**config.mk**
```make
export PLATFORM = sky130hd
export DESIGN_NAME = max_heap_priority_queue_top
export DESIGN_NICKNAME = d
export VERILOG_FILES = /design/src/design/mhpq_pkg.sv /design/src/design/mhpq_datapath.sv /design/src/design/mhpq_ctrl.sv /design/src/design/max_heap_priority_queue_top.sv
export SDC_FILE = /design/constraint.sdc
export NUM_CORES = 2
export LEC_CHECK = 0
export BUFFER_PORTS_ARGS = -buffer_cell sky130_fd_sc_hd__clkbuf_2
export CAP_MARGIN = 10
export CELL_PAD_IN_SITES_DETAIL_PLACEMENT = 1
export CELL_PAD_IN_SITES_GLOBAL_PLACEMENT = 2
export CORE_ASPECT_RATIO = 0.6
export CORE_MARGIN = 5
export CORE_UTILIZATION = 41
export DETAILED_ROUTE_END_ITERATION = 10
export PLACE_DENSITY = 0.84
export SKIP_LAST_GASP = 1
export SLEW_MARGIN = 20
export SYNTH_ARGS = -nofsm -noshare
export SYNTH_HDL_FRONTEND = slang
export SYNTH_HIERARCHICAL = 1
export SYNTH_SLANG_ARGS = --single-unit
```
**constraint.sdc**
```tcl
create_clock -name clk_i -period 8.9 [get_ports clk_i]
set_input_delay 2.67 -clock clk_i [delete_from_list [all_inputs] [get_ports clk_i]]
set_output_delay 2.67 -clock clk_i [all_outputs]
set_load 0.05 [all_outputs]
```
**src/design/mhpq_pkg.sv**
```systemverilog
// Shared types and codes for the max-heap priority queue.
package mhpq_pkg;

  localparam logic MODE_INSERT  = 1'b0;
  localparam logic MODE_EXTRACT = 1'b1;

  localparam logic [1:0] STATUS_OK    = 2'd0;
  localparam logic [1:0] STATUS_FULL  = 2'd1;
  localparam logic [1:0] STATUS_EMPTY = 2'd2;

  typedef struct packed {
    logic               mode;
    logic signed [31:0] value;
  } in_t;

  typedef struct packed {
    logic signed [31:0] result_value;
    logic [1:0]         status;
    logic [4:0]         count;
  } out_t;

  typedef enum logic [3:0] {
    OP_NONE,
    OP_ACCEPT,
    OP_FULL,
    OP_EMPTY,
    OP_INS_START,
    OP_RD_PARENT,
    OP_UP_MOVE,
    OP_WR_HOLE,
    OP_RD_ROOT,
    OP_RD_LAST,
    OP_DN_START,
    OP_RD_LEFT,
    OP_RD_RIGHT,
    OP_DN_MOVE
  } dp_op_e;

  typedef struct packed {
    logic full;
    logic empty;
    logic at_root;
    logic up_gt;
    logic no_left;
    logic dn_move;
  } dp_sts_t;

endpackage

```
**src/design/mhpq_datapath.sv**
```systemverilog
// Heap RAM, count, hole position and compare logic of the max-heap queue.
module mhpq_datapath #(
  parameter int CAPACITY = 31
) (
  input  logic              clk_i,
  input  logic              rst_ni,
  input  mhpq_pkg::dp_op_e  op_i,
  input  mhpq_pkg::in_t     in_i,
  output mhpq_pkg::dp_sts_t sts_o,
  output mhpq_pkg::out_t    result_o
);
  import mhpq_pkg::*;

  localparam int AW = $clog2(CAPACITY + 1);

  logic signed [31:0] mem [0:CAPACITY];

  logic signed [31:0] val_q, val_d;
  logic signed [31:0] lv_q, lv_d;
  logic signed [31:0] res_q, res_d;
  logic signed [31:0] rd_q;
  logic [1:0]         status_q, status_d;
  logic [AW-1:0]      pos_q, pos_d;
  logic [AW-1:0]      cnt_q, cnt_d;

  logic               rd_en, wr_en;
  logic [AW-1:0]      rd_addr, wr_addr;
  logic signed [31:0] wr_data;

  logic [AW:0]        lc, rc, cnt_ext;
  logic [AW-1:0]      parent;
  logic               has_right, l_gt, r_gt;
  logic signed [31:0] best_val;
  logic [AW-1:0]      best_idx;

  assign cnt_ext   = {1'b0, cnt_q};
  assign lc        = {pos_q, 1'b0};
  assign rc        = {pos_q, 1'b1};
  assign parent    = pos_q >> 1;
  assign has_right = (rc <= cnt_ext);

  assign l_gt     = (lv_q > val_q);
  assign r_gt     = has_right && (rd_q > (l_gt ? lv_q : val_q));
  assign best_val = r_gt ? rd_q : lv_q;
  assign best_idx = r_gt ? rc[AW-1:0] : lc[AW-1:0];

  assign sts_o.full    = (cnt_q >= AW'(CAPACITY));
  assign sts_o.empty   = (cnt_q == '0);
  assign sts_o.at_root = (pos_q == AW'(1));
  assign sts_o.up_gt   = (val_q > rd_q);
  assign sts_o.no_left = (lc > cnt_ext);
  assign sts_o.dn_move = l_gt || r_gt;

  always_comb begin
    val_d    = val_q;
    lv_d     = lv_q;
    res_d    = res_q;
    status_d = status_q;
    pos_d    = pos_q;
    cnt_d    = cnt_q;
    rd_en    = 1'b0;
    rd_addr  = '0;
    wr_en    = 1'b0;
    wr_addr  = pos_q;
    wr_data  = val_q;
    case (op_i)
      OP_ACCEPT: begin
        val_d    = in_i.value;
        res_d    = '0;
        status_d = STATUS_OK;
      end
      OP_FULL:  status_d = STATUS_FULL;
      OP_EMPTY: status_d = STATUS_EMPTY;
      OP_INS_START: begin
        cnt_d = cnt_q + AW'(1);
        pos_d = cnt_q + AW'(1);
      end
      OP_RD_PARENT: begin
        rd_en   = 1'b1;
        rd_addr = parent;
      end
      OP_UP_MOVE: begin
        wr_en   = 1'b1;
        wr_data = rd_q;
        pos_d   = parent;
      end
      OP_WR_HOLE: wr_en = 1'b1;
      OP_RD_ROOT: begin
        rd_en   = 1'b1;
        rd_addr = AW'(1);
      end
      OP_RD_LAST: begin
        res_d   = rd_q;
        rd_en   = 1'b1;
        rd_addr = cnt_q;
      end
      OP_DN_START: begin
        val_d = rd_q;
        cnt_d = cnt_q - AW'(1);
        pos_d = AW'(1);
      end
      OP_RD_LEFT: begin
        rd_en   = 1'b1;
        rd_addr = lc[AW-1:0];
      end
      OP_RD_RIGHT: begin
        lv_d    = rd_q;
        rd_en   = has_right;
        rd_addr = rc[AW-1:0];
      end
      OP_DN_MOVE: begin
        wr_en   = 1'b1;
        wr_data = best_val;
        pos_d   = best_idx;
      end
      default: ;
    endcase
  end

  always_ff @(posedge clk_i) begin
    if (wr_en) begin
      mem[wr_addr] <= wr_data;
    end
    if (rd_en) begin
      rd_q <= mem[rd_addr];
    end
  end

  always_ff @(posedge clk_i or negedge rst_ni) begin
    if (!rst_ni) begin
      cnt_q <= '0;
    end else begin
      cnt_q <= cnt_d;
    end
  end

  always_ff @(posedge clk_i) begin
    val_q    <= val_d;
    lv_q     <= lv_d;
    res_q    <= res_d;
    status_q <= status_d;
    pos_q    <= pos_d;
  end

  assign result_o.result_value = res_q;
  assign result_o.status       = status_q;
  assign result_o.count        = 5'(cnt_q);

  a_cnt_bound: assert property (@(posedge clk_i) disable iff (!rst_ni)
    cnt_q <= AW'(CAPACITY))
    else $error("entry count above capacity");

  // extracting the last entry writes the dead root slot
  a_wr_in_heap: assert property (@(posedge clk_i) disable iff (!rst_ni)
    wr_en |-> (wr_addr != '0) && ((wr_addr <= cnt_q) || (wr_addr == AW'(1))))
    else $error("heap write outside held entries");

  a_rd_in_heap: assert property (@(posedge clk_i) disable iff (!rst_ni)
    rd_en |-> (rd_addr != '0) && (rd_addr <= cnt_q))
    else $error("heap read outside held entries");

  a_ins_count: assert property (@(posedge clk_i) disable iff (!rst_ni)
    (op_i == OP_INS_START) |=> (cnt_q == $past(cnt_q) + AW'(1)))
    else $error("insert did not advance count");

endmodule

```
**src/design/mhpq_ctrl.sv**
```systemverilog
// Sequencer for insert / sift-up and extract / sift-down transactions.
module mhpq_ctrl (
  input  logic              clk_i,
  input  logic              rst_ni,
  input  logic              start,
  input  logic              mode_i,
  input  mhpq_pkg::dp_sts_t sts_i,
  output mhpq_pkg::dp_op_e  op_o,
  output logic              busy,
  output logic              done_o
);
  import mhpq_pkg::*;

  typedef enum logic [10:0] {
    S_IDLE    = 11'b000_0000_0001,
    S_IN_CHK  = 11'b000_0000_0010,
    S_UP_CHK  = 11'b000_0000_0100,
    S_UP_CMP  = 11'b000_0000_1000,
    S_EX_CHK  = 11'b000_0001_0000,
    S_EX_ROOT = 11'b000_0010_0000,
    S_EX_LAST = 11'b000_0100_0000,
    S_DN_CHK  = 11'b000_1000_0000,
    S_DN_L    = 11'b001_0000_0000,
    S_DN_CMP  = 11'b010_0000_0000,
    S_DONE    = 11'b100_0000_0000
  } state_e;

  state_e state_q, state_d;

  always_comb begin
    state_d = state_q;
    op_o    = OP_NONE;
    case (state_q)
      S_IDLE: begin
        if (start) begin
          op_o    = OP_ACCEPT;
          state_d = (mode_i == MODE_EXTRACT) ? S_EX_CHK : S_IN_CHK;
        end
      end
      S_IN_CHK: begin
        if (sts_i.full) begin
          op_o    = OP_FULL;
          state_d = S_DONE;
        end else begin
          op_o    = OP_INS_START;
          state_d = S_UP_CHK;
        end
      end
      S_UP_CHK: begin
        if (sts_i.at_root) begin
          op_o    = OP_WR_HOLE;
          state_d = S_DONE;
        end else begin
          op_o    = OP_RD_PARENT;
          state_d = S_UP_CMP;
        end
      end
      S_UP_CMP: begin
        if (sts_i.up_gt) begin
          op_o    = OP_UP_MOVE;
          state_d = S_UP_CHK;
        end else begin
          op_o    = OP_WR_HOLE;
          state_d = S_DONE;
        end
      end
      S_EX_CHK: begin
        if (sts_i.empty) begin
          op_o    = OP_EMPTY;
          state_d = S_DONE;
        end else begin
          op_o    = OP_RD_ROOT;
          state_d = S_EX_ROOT;
        end
      end
      S_EX_ROOT: begin
        op_o    = OP_RD_LAST;
        state_d = S_EX_LAST;
      end
      S_EX_LAST: begin
        op_o    = OP_DN_START;
        state_d = S_DN_CHK;
      end
      S_DN_CHK: begin
        if (sts_i.no_left) begin
          op_o    = OP_WR_HOLE;
          state_d = S_DONE;
        end else begin
          op_o    = OP_RD_LEFT;
          state_d = S_DN_L;
        end
      end
      S_DN_L: begin
        op_o    = OP_RD_RIGHT;
        state_d = S_DN_CMP;
      end
      S_DN_CMP: begin
        if (sts_i.dn_move) begin
          op_o    = OP_DN_MOVE;
          state_d = S_DN_CHK;
        end else begin
          op_o    = OP_WR_HOLE;
          state_d = S_DONE;
        end
      end
      S_DONE:  state_d = S_IDLE;
      default: state_d = S_IDLE;
    endcase
  end

  always_ff @(posedge clk_i or negedge rst_ni) begin
    if (!rst_ni) begin
      state_q <= S_IDLE;
    end else begin
      state_q <= state_d;
    end
  end

  assign busy   = (state_q != S_IDLE);
  assign done_o = (state_q == S_DONE);

  a_done_single: assert property (@(posedge clk_i) disable iff (!rst_ni)
    done_o |=> !done_o)
    else $error("result strobe longer than one cycle");

  a_accept_busy: assert property (@(posedge clk_i) disable iff (!rst_ni)
    (start && !busy) |=> busy)
    else $error("accepted transaction did not raise busy");

  a_write_ends: assert property (@(posedge clk_i) disable iff (!rst_ni)
    (op_o == OP_WR_HOLE) |=> done_o)
    else $error("hole write not followed by result");

endmodule

```
**src/design/max_heap_priority_queue_top.sv**
```systemverilog
// Top level of the binary max-heap priority queue.
//
//  channel   signals                    direction  handshake
//  command   start, in_i (mode, value)  in         accepted when start && !busy
//  result    done_o, result_o           out        one-cycle strobe, no backpressure
//
// A full insert or an empty extract goes straight to the result strobe. Otherwise an
// insert sifts up, reading the parent and moving it down per level, and an extract reads
// the root and last entry, then sifts down, reading the children of the hole per level.
// Busy drops the cycle after the strobe. Each step makes at most one heap RAM access
// through a single registered read port.
// Reset clears the count and the sequencer, not the RAM; the receiver cannot stall.
module max_heap_priority_queue_top #(
  parameter int CAPACITY = 31
) (
  input  logic           clk_i,
  input  logic           rst_ni,
  input  logic           start,
  input  mhpq_pkg::in_t  in_i,
  output logic           busy,
  output logic           done_o,
  output mhpq_pkg::out_t result_o
);
  import mhpq_pkg::*;

  dp_op_e  op;
  dp_sts_t sts;

  mhpq_ctrl u_ctrl (
    .clk_i  (clk_i),
    .rst_ni (rst_ni),
    .start  (start),
    .mode_i (in_i.mode),
    .sts_i  (sts),
    .op_o   (op),
    .busy   (busy),
    .done_o (done_o)
  );

  mhpq_datapath #(
    .CAPACITY (CAPACITY)
  ) u_datapath (
    .clk_i    (clk_i),
    .rst_ni   (rst_ni),
    .op_i     (op),
    .in_i     (in_i),
    .sts_o    (sts),
    .result_o (result_o)
  );

endmodule

```
---- After elaboration in Yosys (flattened, before gate mapping) ----
Memory sizes are Yosys's and may differ from the RTL's. A register that Yosys moved wholly into a read port is not among the register bits.
Index checks and enable logic that the tools add are counted.
W data, S select, Z words.
cells by class
  add/sub/neg operators ................... 2
  order comparisons ....................... 6
  eq/ne operators ......................... 27
  multiplexer cells ....................... 31
  reductions and logical operators ........ 10
operator list
  kind                    number
  $pmux W32 S2            3
  $pmux W11 S10           1
  $gt A32 B32 Y1          3
  $mux W11                7
  $mux W32                2
  $pmux W4 S10            1
  $pmux W5 S5             1
  $eq A4 B4 Y1 const B    6
  $pmux W5 S4             1
  $eq A4 B3 Y1 const B    4
  $mux W4                 3
  $eq A11 B1 Y1 const B   1
  $eq A11 B10 Y1 const B  1
  $eq A11 B11 Y1 const B  1
  $eq A11 B2 Y1 const B   1
  $eq A11 B3 Y1 const B   1
  $eq A11 B4 Y1 const B   1
  $eq A11 B5 Y1 const B   1
  $eq A11 B6 Y1 const B   1
  $eq A11 B7 Y1 const B   1
  $eq A11 B8 Y1 const B   1
  $eq A11 B9 Y1 const B   1
  $ne A11 B1 Y1 const B   1
  $pmux W5 S2             1
  other kinds (23)        31
word-level totals
  register bits after elaboration ......... 119
  RAM bits ................................ 1,024
  input bits .............................. 36
  output and inout port bits .............. 41
  logic and storage cells ................. 84
  memories ................................ 1
memories
  memory          depth  bits a word  rd ports  clocked after memory_dff  wr ports  RTL line             text
  u_datapath.mem  32     32           1         1                         1         mhpq_datapath.sv:16  logic signed [31:0] mem [0:CAPACITY];

---- Logic depth before layout (Yosys ltp) ----
  depth in word-level cells ............... 12
  gate-level depth with buffers ........... 32
  depth with buffers taken out ............ 26

---- Cells and area by module ----
The synthesis kept the hierarchy.
by module, submodules not included
  module         instances  cells each  area each (um^2)  sequential area each (um^2)
  mhpq_datapath  1          3,483       48,577.8          34,928.5
  mhpq_ctrl      1          109         925.9             276.5

---- Worst setup path before layout ----
Ideal clock, no wire load.
  path type ............................... register -> register
  start point ............................. register u_datapath.lv_q[30]
  end point ............................... memory u_datapath.mem[24][0] (enable)
  setup time .............................. 461 ps
  arrival ................................. 7,973 ps
  data required time ...................... 8,439 ps
  path slack .............................. 466 ps
  cell stages (with the launch flop) ...... 26
  path buffers ............................ 3
  period minus slack after synthesis ...... 8,434 ps
  cells stage by stage .................... edfxtp_1 -> ha_1 -> nand3_1 -> nor4_1 -> nand4_1 -> o22ai_1 -> o21bai_1 -> clkbuf_1 -> buf_2 -> mux2i_1 -> ha_1 -> and3_4 -> a221o_1 -> a221o_1 -> a31o_2 -> a211oi_1 -> o31ai_1 -> nand4_1 -> a21oi_1 -> or4_1 -> clkbuf_1 -> nand2b_1 -> a21boi_0 -> nor2b_1 -> nand3_1 -> nor3_1
RTL lines
  element                 RTL line              text
  start, declared         mhpq_datapath.sv:19   logic signed [31:0] lv_q, lv_d;
  start signal, assigned  mhpq_datapath.sv:139  lv_q <= lv_d;
  end, declared           mhpq_datapath.sv:16

==> results by group <==
Global routing
  – Global route overflow: 0
  – Met2 Usage GRT: between 30% and 40%
  – Vias in the first global route: 34.1k
  – Total global-route track usage: between 20% and 30%
  – First-pass GRT wire length: 233,000 µm
  – GR Layer Usage met3: just under 6%
  – GR Util met1: 36.2%
  – Antenna violations before repair: 2
  – GRT busiest layer: met1
  – Largest net degree at the start of global routing: 65

Power and ir drop
  – Leak: between 15 and 20 nW
  – P_sw: approximately 4.4 mW
  – Combinational Power Share: 20.7%
  – Clock share of power: 32.0%
  – Power per cell area: roughly 260 nW/µm²
  – Reg power frac: between 40 and 50%
  – Internal: roughly 10 mW
  – Worst ir drop on vdd: 0.000192 V
  – Switching share of power: between 30% and 40%

Drt
  – First-pass detailed-route iteration total: 7
  – WL/cell: a little under 30 µm
  – Initial DRC Count: between 4k and 5k
  – Drt total wl: ~160,000 µm
  – Via count: between 30k and 40k
  – Remaining DRCs: 0
  – DR vias/cell: between 6 and 7
  – Antenna viol nets, final: 0

Timing
  – Final setup violation count: 0
  – Total negative slack: 0 ps
  – Post-layout min period: about 8500 ps
  – Worst-Margin Slew: just over 1000 ps
  – Slew headroom: between 30% and 40%
  – Fmax: roughly 120 MHz
  – Slew Limit Fails: 0
  – Hold Violations, Final: 0
  – Worst Skew: 21.6 ps
  – Unrepaired setup endpoints after global routing: false
  – Tcrit/Tclk final: between 90% and 100%

Setup path
  – CP max FO: 22
  – Startpoint Class: flip-flop
  – CP Launch Point: u_datapath/val_q[30]
  – Register-to-register setup slack: between 400 and 500 ps
  – CP Capture Type: flip-flop
  – Crit Reg-Reg Startpoint: u_datapath/val_q[30]
  – Worst path max stage delay: 610 ps
  – Critical path's most frequent cell: nand4_1
  – Req. time, crit path: 9330 ps
  – CP Data Arrival Time: 8910 ps
  – Worst setup path class: reg2reg
  – CP max stage cell: or4_1

Clock tree
  – H-tree Lvls: 3
  – Post-cts sizing count: 0
  – CTS tree: done
  – Postcts setup bufs: 0
  – Worst skew pair latency: roughly 710 ps
  – Clock transition at the registers of the reported paths: 70 ps
  – Cts hold-fix bufs: 0
  – CTS buffer count: about 100
  – Worst-case clock buffer depth: 3
  – Root buf cell: clkbuf_16
  – Clock Sinks: between 1k and 1.5k

Synth
  – Total number of yosys warnings: 6
  – Synth Instances: around 3.6k
  – Synth top area cells: edfxtp_1 (70%), nand2_1 (5.4%), mux2i_1 (3.3%)
  – Asr flop ratio synth: around 1.4%
  – Register area share after synthesis: 71.1%
  – Synthesized Nets: roughly 3.7k
  – Main flop type after synthesis: edfxtp_1
  – Number of flops mapped to enable cells by yosys: about 1.2k
  – Post-Syn Area: ~50,000 µm²
  – Syn_area_per_cell: 13.8 µm²
  – Share of the synthesized area in the top cell type: a little over two thirds
  – #FFs+latches synth: between 1k and 1.5k
  – Number of distinct library cells after synthesis: 75
  – Yosys top cell by area: edfxtp_1

Final layout
  – Nets: 3,885
  – Final cell count without fillers: 5,430
  – Area delta synth->final: 15.8%
  – Share of layout cells above drive strength 1: between 10 and 15%

Flow run
  – Max-capacitance violation count: 0

Min path
  – Hold Crit Class: reg2reg
  – HP Start: u_datapath/rd_q[31]

Placed design
  – Inst Count DP: between 5k and 6k
  – Gpl congestion: between 0.8 and 0.9
  – Buffers added on ports: 76
  – HPWL Detailed: ~98,000 µm

Die
  – Ports: just under 80
  – Full die area: about 130,000 µm²
  – Core area: between 100,000 and 150,000 µm²
  – Standard-cell row count: slightly below 100
  – Initial Util: between 40% and 50%
  – Die W: around 460 µm
  – Die Y: approximately 280 µm

Run status
  – Status: completed
-- Yosys cell counts, drive strengths merged (4+ instances only) --
cell and number:
a21o 18, nand3b 10, nor2b 12, o21ai 89, or4b 5, a32oi 129
edfxtp 1159, nand3 147, a22oi 10, nand2b 6, o211ai 36, nor4b 4
xnor2 7, or4 4, or3 5, buf 70, a2111oi 5, a31oi 68
nand4 57, nor4 43, clkbuf 165, nor2 67, a21oi 96, or2 4
o311ai 4, dfrtp 15, nand2 711, o22ai 35, a222oi 33, nor3 49
ha 105, a211oi 67, inv 80, and3 71, mux2i 162
-- path summary, 6_finish.rpt --
kind	to	depth (start not counted)
setup / recovery	u_datapath/rd_q[4]	28
hold / removal	u_datapath/lv_q[31]	0
setup reg to reg	u_datapath/rd_q[4]	28
hold reg to reg	u_datapath/lv_q[31]	0
max in group asynchronous	u_ctrl/state_q[0]	1
min in group asynchronous	u_ctrl/state_q[10]	1
-- layer usage --
metal | wire [µm] | vias up
met5 | 0 | -
met4 | 4280 | 0
met3 | 15800 | 241
met2 | 69500 | 1736
met1 | 70200 | 17600
li1 | - | 14100
-- worst max-delay path: cells and delay by family, from the launching register on --
family / cells / cell delay, ps
flip-flops: 1 / 410
adder cells (fa/ha/maj): 2 / 600
AO/OA/AOI/OAI: 12 / 3240
multiplexers: 1 / 240
AND/OR/NAND/NOR: 9 / 2790
buffers and inverters: 4 / 880
-- stage by stage --
stage | util, % | setup slack (ps) | hold WS, ps | total power [mW] | instance area [µm²]
2_1_floorplan | - | 466 | 478 | 8.71 | 49500
3_3_place_gp | 45.1 | 525 | 554 | 9.87 | 53900
3_5_place_dp | 45.1 | 552 | 557 | 9.99 | 53900
4_1_cts | 47.9 | 416 | 571 | 14.6 | 57300
5_1_grt | 47.9 | 5.61 | 582 | 15.2 | 57300
6_report | 47.9 | 421 | 578 | 14.6 | 57300
-- power groups by stage --
stage | clock network [mW] | registers [mW] | logic [mW]
after CTS | 4.74 | 6.92 | 2.98
after floorplan | 0 | 7.21 | 1.50
final | 4.68 | 6.93 | 3.03
after detailed placement | 0 | 7.04 | 2.94
after global placement | 0 | 7.04 | 2.84
after global routing | 5.00 | 6.94 | 3.23
-- layout make-up --
| class | instances | area [µm²] |
|---|---|---|
| Fill cell | 11800 | 62200 |
| Multi-Input combinational cell | 2102 | 13400 |
| Antenna cell | 2 | 5.00 |
| Sequential cell | 1175 | 35200 |
| Clock inverter | 69 | 728 |
| Clock buffer | 119 | 2680 |
| Inverter | 80 | 300 |
| Timing Repair Buffer | 283 | 2970 |
| Tap cell | 1600 | 2000 |
-- cells in the final DEF (no fill, tap or decap), drive strengths merged, types with 33 or more instances in the layout --
cell,count
a211oi,67
a222oi,33
o21ai,89
nand2,711
buf,207
clkbuf,195
and3,71
nor4,43
nand3,147
o211ai,36
a21oi,96
nand4,57
mux2i,162
o22ai,35
nor2,67
clkinv,49
a32oi,129
edfxtp,1159
inv,81
a31oi,68
ha,105
nor3,49
-- registers in the layout, summed over array words and instances (netlist names) --
register             flops
u_datapath/rd_q         32
u_datapath/cnt_q         5
u_datapath/res_q        32
u_datapath/val_q        32
u_ctrl/state_q          11
u_datapath/status_q      2
u_datapath/mem        1024
u_datapath/lv_q         32
u_datapath/pos_q         5
-- cell families (layout without fill, tap and decap cells) --
| group | count (synthesis) | count (layout) | synth area share, % |
|---|---|---|---|
| AND/OR/NAND/NOR | 1209 | 1209 | 11.1 |
| flip-flops | 1175 | 1175 | 71.1 |
| AO/OA/AOI/OAI | 617 | 617 | 8.91 |
| buffers and inverters | 315 | 551 | 2.73 |
| multiplexers | 162 | 162 | 3.28 |
| adder cells (fa/ha/maj) | 105 | 105 | 2.65 |
| XOR/XNOR | 9 | 9 | 0.159 |
| other | 0 | 2 | 0 |
(Power assumes the default switching activity.)
